File: src/rtl/todc_pkg.sv
// ----------------------------------------------------------------------------
// todc_pkg
// types and constants of the time-of-day clock with session timeout
// ----------------------------------------------------------------------------
package todc_pkg;

   // command codes of the mode field
   localparam logic [1:0] MODE_TICK  = 2'd0;
   localparam logic [1:0] MODE_SET   = 2'd1;
   localparam logic [1:0] MODE_START = 2'd2;
   localparam logic [1:0] MODE_STOP  = 2'd3;

   // register indexes of the csr port
   localparam logic [1:0] CSR_DISPLAY_ENABLE = 2'd0;
   localparam logic [1:0] CSR_SESSION_LIMIT  = 2'd1;
   localparam logic [1:0] CSR_BLINK_START    = 2'd2;

   localparam int CSR_INDEX_W = 2;
   localparam int CSR_DATA_W  = 7;

   // register reset values
   localparam logic [6:0] SESSION_LIMIT_RESET = 7'd120;
   localparam logic [6:0] BLINK_START_RESET   = 7'd100;

   // time limits
   localparam logic [5:0] SECOND_MAX       = 6'd59;
   localparam logic [5:0] MINUTE_MAX       = 6'd59;
   localparam logic [4:0] HOUR_MAX         = 5'd23;
   localparam logic [4:0] HOURS_PER_DAY    = 5'd24;
   localparam logic [5:0] MINUTES_PER_HOUR = 6'd60;

   localparam int TICKS_PER_SECOND_DEFAULT = 4;

   typedef struct packed {
      logic [1:0] mode;
      logic [4:0] set_hours;
      logic [5:0] set_minutes;
   } req_payload_type;

   typedef struct packed {
      logic [4:0] hours;
      logic [5:0] minutes;
      logic [5:0] seconds;
      logic       second_done;
      logic       refresh_display;
      logic       session_active;
      logic       session_overtime;
      logic [6:0] session_seconds;
      logic       led_on;
      logic       set_rejected;
   } rsp_payload_type;

endpackage

File: src/rtl/time_of_day_clock_with_session_timeout_core.sv
// ----------------------------------------------------------------------------
// time_of_day_clock_with_session_timeout_core
// hh:mm:ss clock driven by sub-second ticks, with a timed session and led
// ----------------------------------------------------------------------------
// path: a transferred request passes the input register, then the result register, to the response
// throughput: one item per cycle; the only limit is the response side stalling
// each item's state update is a single pass between the input and result registers
// reset (synchronous, active high): time, tick phase, session and led clear,
// session_limit returns to 120, blink_start to 100, display_enable to 0
module time_of_day_clock_with_session_timeout_core #(
   parameter int TICKS_PER_SECOND = todc_pkg::TICKS_PER_SECOND_DEFAULT
) (
   input  logic                             clock,
   input  logic                             reset,
   // request channel
   input  logic                             req_valid,
   output logic                             req_stall,
   input  todc_pkg::req_payload_type        req_data,
   // response channel
   output logic                             rsp_valid,
   input  logic                             rsp_stall,
   output todc_pkg::rsp_payload_type        rsp_data,
   // register write port
   input  logic                             csr_we,
   input  logic [todc_pkg::CSR_INDEX_W-1:0] csr_index,
   input  logic [todc_pkg::CSR_DATA_W-1:0]  csr_wdata
);

   // tick phase counter width, at least one bit
   localparam int PhaseW = (TICKS_PER_SECOND > 1) ? $clog2(TICKS_PER_SECOND) : 1;
   localparam logic [PhaseW-1:0] PhaseLast = PhaseW'(TICKS_PER_SECOND - 1);

   // configuration registers
   logic       display_enable_ff;
   logic [6:0] session_limit_ff;
   logic [6:0] blink_start_ff;

   // input stage
   logic                      in_valid_ff;
   todc_pkg::req_payload_type in_data_ff;

   // clock and session state
   logic [PhaseW-1:0] tick_phase_ff,      tick_phase_in;
   logic [4:0]        clock_hours_ff,     clock_hours_in;
   logic [5:0]        clock_minutes_ff,   clock_minutes_in;
   logic [5:0]        clock_seconds_ff,   clock_seconds_in;
   logic              session_running_ff, session_running_in;
   logic [6:0]        session_count_ff,   session_count_in;
   logic              overtime_flag_ff,   overtime_flag_in;
   logic              led_level_ff,       led_level_in;

   // result stage
   logic                      out_valid_ff;
   todc_pkg::rsp_payload_type out_data_ff, out_data_in;

   logic       advance;
   logic       req_xfer;
   logic [7:0] session_inc;
   logic       second_done;
   logic       set_bad;

   // the input stage moves on when the result register is empty or being drained
   assign advance   = in_valid_ff && (!out_valid_ff || !rsp_stall);
   assign req_stall = in_valid_ff && !advance;
   assign req_xfer  = req_valid && !req_stall;

   assign rsp_valid = out_valid_ff;
   assign rsp_data  = out_data_ff;

   // configuration writes; unknown indexes are dropped
   always_ff @(posedge clock) begin
      if (reset) begin
         display_enable_ff <= 1'b0;
         session_limit_ff  <= todc_pkg::SESSION_LIMIT_RESET;
         blink_start_ff    <= todc_pkg::BLINK_START_RESET;
      end else if (csr_we) begin
         case (csr_index)
            todc_pkg::CSR_DISPLAY_ENABLE: display_enable_ff <= csr_wdata[0];
            todc_pkg::CSR_SESSION_LIMIT:  session_limit_ff  <= csr_wdata;
            todc_pkg::CSR_BLINK_START:    blink_start_ff    <= csr_wdata;
            default: begin
            end
         endcase
      end
   end

   // next state for the item in the input stage
   always_comb begin
      tick_phase_in      = tick_phase_ff;
      clock_hours_in     = clock_hours_ff;
      clock_minutes_in   = clock_minutes_ff;
      clock_seconds_in   = clock_seconds_ff;
      session_running_in = session_running_ff;
      session_count_in   = session_count_ff;
      overtime_flag_in   = overtime_flag_ff;
      led_level_in       = led_level_ff;
      second_done        = 1'b0;
      set_bad            = 1'b0;
      session_inc        = {1'b0, session_count_ff} + 8'd1;

      case (in_data_ff.mode)
         todc_pkg::MODE_TICK: begin
            if (tick_phase_ff != PhaseLast) begin
               tick_phase_in = tick_phase_ff + PhaseW'(1);
            end else begin
               tick_phase_in = '0;
               second_done   = 1'b1;
               // session step, timeout once the incremented count reaches the limit
               if (session_running_ff) begin
                  if (session_inc >= {1'b0, session_limit_ff}) begin
                     session_count_in   = '0;
                     led_level_in       = 1'b0;
                     session_running_in = 1'b0;
                     overtime_flag_in   = 1'b1;
                  end else begin
                     session_count_in = session_inc[6:0];
                  end
               end
               // seconds, minutes, hours with 24-hour wrap
               if (clock_seconds_ff < todc_pkg::SECOND_MAX) begin
                  clock_seconds_in = clock_seconds_ff + 6'd1;
               end else begin
                  clock_seconds_in = '0;
                  if (clock_minutes_ff < todc_pkg::MINUTE_MAX) begin
                     clock_minutes_in = clock_minutes_ff + 6'd1;
                  end else begin
                     clock_minutes_in = '0;
                     if (clock_hours_ff < todc_pkg::HOUR_MAX) begin
                        clock_hours_in = clock_hours_ff + 5'd1;
                     end else begin
                        clock_hours_in = '0;
                     end
                  end
               end
            end
            // blink on every tick at or past the threshold, after any timeout
            if (session_count_in >= blink_start_ff) begin
               led_level_in = !led_level_in;
            end
         end
         todc_pkg::MODE_SET: begin
            if (in_data_ff.set_hours < todc_pkg::HOURS_PER_DAY &&
                in_data_ff.set_minutes < todc_pkg::MINUTES_PER_HOUR) begin
               clock_hours_in   = in_data_ff.set_hours;
               clock_minutes_in = in_data_ff.set_minutes;
            end else begin
               set_bad = 1'b1;
            end
         end
         todc_pkg::MODE_START: begin
            session_running_in = 1'b1;
            session_count_in   = '0;
            overtime_flag_in   = 1'b0;
            led_level_in       = 1'b0;
         end
         todc_pkg::MODE_STOP: begin
            // overtime stays visible after a stop
            session_running_in = 1'b0;
            session_count_in   = '0;
            led_level_in       = 1'b0;
         end
         default: begin
         end
      endcase

      out_data_in.hours            = clock_hours_in;
      out_data_in.minutes          = clock_minutes_in;
      out_data_in.seconds          = clock_seconds_in;
      out_data_in.second_done      = second_done;
      out_data_in.refresh_display  = second_done && display_enable_ff;
      out_data_in.session_active   = session_running_in;
      out_data_in.session_overtime = overtime_flag_in;
      out_data_in.session_seconds  = session_count_in;
      out_data_in.led_on           = led_level_in;
      out_data_in.set_rejected     = set_bad;
   end

   // control and state registers
   always_ff @(posedge clock) begin
      if (reset) begin
         in_valid_ff        <= 1'b0;
         out_valid_ff       <= 1'b0;
         tick_phase_ff      <= '0;
         clock_hours_ff     <= '0;
         clock_minutes_ff   <= '0;
         clock_seconds_ff   <= '0;
         session_running_ff <= 1'b0;
         session_count_ff   <= '0;
         overtime_flag_ff   <= 1'b0;
         led_level_ff       <= 1'b0;
      end else begin
         if (req_xfer) begin
            in_valid_ff <= 1'b1;
         end else if (advance) begin
            in_valid_ff <= 1'b0;
         end
         if (advance) begin
            out_valid_ff <= 1'b1;
         end else if (!rsp_stall) begin
            out_valid_ff <= 1'b0;
         end
         // state commits only when the item moves into the result register
         if (advance) begin
            tick_phase_ff      <= tick_phase_in;
            clock_hours_ff     <= clock_hours_in;
            clock_minutes_ff   <= clock_minutes_in;
            clock_seconds_ff   <= clock_seconds_in;
            session_running_ff <= session_running_in;
            session_count_ff   <= session_count_in;
            overtime_flag_ff   <= overtime_flag_in;
            led_level_ff       <= led_level_in;
         end
      end
   end

   // payload registers
   always_ff @(posedge clock) begin
      if (req_xfer) begin
         in_data_ff <= req_data;
      end
      if (advance) begin
         out_data_ff <= out_data_in;
      end
   end

endmodule

File: config.mk
export PLATFORM = sky130hd
export DESIGN_NAME = time_of_day_clock_with_session_timeout_core
export DESIGN_NICKNAME = d
export VERILOG_FILES = /design/src/rtl/todc_pkg.sv /design/src/rtl/time_of_day_clock_with_session_timeout_core.sv
export SDC_FILE = /design/constraint.sdc
export NUM_CORES = 1
export LEC_CHECK = 0
export ABC_AREA = 1
export BUFFER_PORTS_ARGS = -buffer_cell sky130_fd_sc_hd__buf_4
export CORE_MARGIN = 2
export CORE_UTILIZATION = 62
export CTS_CLUSTER_SIZE = 12
export DETAILED_ROUTE_END_ITERATION = 8
export PLACE_DENSITY = 0.85
export SYNTH_ARGS = -nofsm -noshare
export SYNTH_HDL_FRONTEND = slang
export SYNTH_SLANG_ARGS = --single-unit
File: constraint.sdc
create_clock -name clock -period 9.4 [get_ports clock]
set_input_delay 0.47 -clock clock [delete_from_list [all_inputs] [get_ports clock]]
set_output_delay 0.47 -clock clock [all_outputs]
set_load 0.005 [all_outputs]
==> metrics.txt <==
share of layout cells above drive strength 1=0.188; Vias per Instance=5.37; Post-Syn Area=4550 um2; Top FF cell, synth=dfxtp_1; via count=3766; R2R Path End=led_level_ff; share of flip-flops with an asynchronous set or reset=0; Area contributors post-synth=edfxtp_1 28%, dfxtp_1 20%, nand2_1 10%; critical path's slowest cell=dfxtp_1; Area growth syn-to-layout=15.6%; Setup crit start kind=register; first-pass GRT wire length=15200 um; Remaining DRCs=0; placed cell count=685; Final Non-Filler Cells=701; slew margin rel.=0.357; die width=89.7 um; drt pass-1 iters=7; crit path from=session_count_ff[0]; Final Max Slew Viols=0; mean routed wirelength per cell=13.3 um; peak supply drop=0.000116 V; post-CTS sizing=0; cell count after synthesis=539; Finish-stage setup viols=0; Hold Fails Final Rpt=0; Top delay family on crit path=simple AND/OR/NAND/NOR gates; Synth top area share=0.284; register area=2210 um2; critical path cell sequence=ha_1 > nand3_1 > nor3_2 > xor2_1 > ha_1 > a21o_1 > nor2_1 > nand2_1 > nor2_2 > nand2_1 > nand2_1 > ha_1 > a21oi_1 > o21ai_0 > nand2_1 > nand3b_1 > inv_1 > nand2_1 > nand3_1 > nand3_1 > nand2_1 > inv_1; IO Pins=59; worst min path class=primary input to register; Mean Syn Cell Area=8.45 um2; Seq/Total Area, Yosys=0.486; clock sink count=89; worst slew pin tran=0.963 ns; R2R Setup Slk=5.97 ns; Hold Slack=0.278 ns; largest net degree at the start of global routing=55; Clk Tree Root Cell=clkbuf_8; GR Overflow Total=0; area occupied by multi-input gates=1930 um2; #FFs+latches synth=89; TritonCTS clock tree=yes; Post-DRT Antenna Nets=0; worst-path fanout max=6; syn_nets=585; CTS Hold Buffers Added=0; CTS H-tree lvls=3; clk_lat worst skew=0.36 ns; Setup TNS=0 ns; die area=8050 um2; initial antenna violation count=0; # diodes=0; post-CTS setup buffers=0; vias in the first global route=3378; die extent in y=89.7 um; Post-synth EDFFs=43; CTS Buffer Depth=2; Worst path depth=22; Placer Congestion=0.955; RSZ-0062 raised after global routing=no; Setup crit end=led_level_ff; WP buf/inv=2; total global-route track usage=0.242; Reg2Reg Depth=22; Clock transition at path regs=0.09 ns; Final min period=3.43 ns; status=complete, no violations; cell taking the most area after synthesis=edfxtp_1; crit end category=register; row cnt=31; post-DP HPWL=6690 um; CP Class=register to register; total CTS buffers=9; Setup Skew=0.0117 ns; Worst path max stage delay=0.42 ns; final critical-path share of the clock period=0.364; total of max-cap violations=0; Synth cell types=44; LEAKAGE=2.54 nW; cell mode on critical path=nand2_1; pwr/cell area=154 nW/um2; Critical Path AT=3.69 ns; RR Startpoint=session_count_ff[0]; Critical Path RT=9.67 ns; fmax=292 MHz; IO Port Bufs=58; core area=7180 um2; Iter 0 DRT Violations=276; Initial Util=0.635; Ys Warns=0; Final nets=643; routed wire length=9340 um; fillcell total=520
[metrics by stage]
step,power (mW),area [um2],setup slack [ns],utilization
floorplan,0.520,4550,6.43,-
global placement,0.553,5070,6.27,0.706
detailed placement,0.558,5070,6.04,0.706
CTS,0.812,5260,6.03,0.733
global route,0.843,5260,5.65,0.733
finish,0.809,5260,5.97,0.733
[layer usage]
layer | part of all wire | wire (um) | global-route usage
met1 | 0.44 | 4130 | 0.324
met2 | 0.48 | 4520 | 0.395
met3 | 0.054 | 504 | 0.0366
met5 | 0 | 0 | 0
met4 | 0.019 | 178 | 0.0991
[cells in the final DEF, fill, tap and decap left out, types with 4 or more instances in the layout]
cell type / count
dfxtp_1: 46
o211ai_1: 8
clkinv_4: 4
nand3_1: 29
a21oi_1: 33
xor2_1: 8
nor2_4: 4
nor2_1: 35
buf_4: 59
clkbuf_8: 9
inv_2: 5
a22oi_1: 5
o21ai_2: 5
nand2_1: 124
o21ai_0: 27
edfxtp_1: 43
ha_1: 19
nor3_2: 4
o21ai_1: 10
inv_1: 87
[how the worst min path moves through the flow]
| stage | from | to | slack, ns | depth (start not counted) |
|---|---|---|---|---|
| after CTS | req_data[1] | in_data_ff[1] | 0.27 | 1 |
| after detailed placement | session_limit_ff[2] | session_limit_ff[2] | 0.47 | 2 |
| after floorplan | blink_start_ff[1] | blink_start_ff[1] | 0.43 | 2 |
| after global routing | req_data[4] | in_data_ff[4] | 0.27 | 1 |
| after global placement | session_limit_ff[2] | session_limit_ff[2] | 0.46 | 2 |
| final | req_data[4] | in_data_ff[4] | 0.28 | 1 |
[logic make-up after synthesis]
kind of cell	Yosys count	share of synthesized area
adders and majority gates	19	0.0522
xor gates and xnor gates	8	0.0154
and+or+nand+nor	221	0.227
buffers and inverters	106	0.0921
AOI/OAI and AO/OA	96	0.128
DFF	89	0.486
[sequential cells by signal, indices dropped and copies added (netlist names)]
register	count
blink_start_ff	7
clock_hours_ff	5
clock_minutes_ff	6
clock_seconds_ff	6
display_enable_ff	1
in_data_ff	13
in_valid_ff	1
led_level_ff	1
overtime_flag_ff	1
rsp_data	30
rsp_valid	1
session_count_ff	7
session_limit_ff	7
session_running_ff	1
tick_phase_ff	2
[synth_stat cells (2+ instances only)]
library cell	number
edfxtp_1	43
o21ai_1	10
inv_2	5
inv_1	87
nor3_2	4
nand2_2	3
nor2_1	35
nor2_2	4
o211ai_1	8
buf_2	2
nand3_1	29
clkbuf_1	8
nor2_4	3
o21ai_2	5
a21oi_1	33
nor2_8	2
nor3_1	3
nand3_2	3
xor2_1	8
a22oi_1	5
nand2_1	124
ha_1	19
o211ai_2	2
o21ai_0	27
nand4_1	3
dfxtp_1	46
[final cells by class]
type / count / area share
clock buffer: 10 / 0.0243
clock inverter: 6 / 0.0131
inverter: 94 / 0.0685
multi-input combinational: 344 / 0.366
sequential: 89 / 0.420
tap: 99 / 0.0235
timing repair buffer: 59 / 0.0842
[power breakdown]
| part | total, mW | switching [mW] | leakage [nW] | internal (mW) |
|---|---|---|---|---|
| Clock | 0.258 | 0.134 | 0.0981 | 0.124 |
| Sequential | 0.447 | 0.0162 | 0.795 | 0.431 |
| Combinational | 0.105 | 0.0620 | 1.65 | 0.0426 |
No activity file was read; power rests on OpenSTA's default activity.
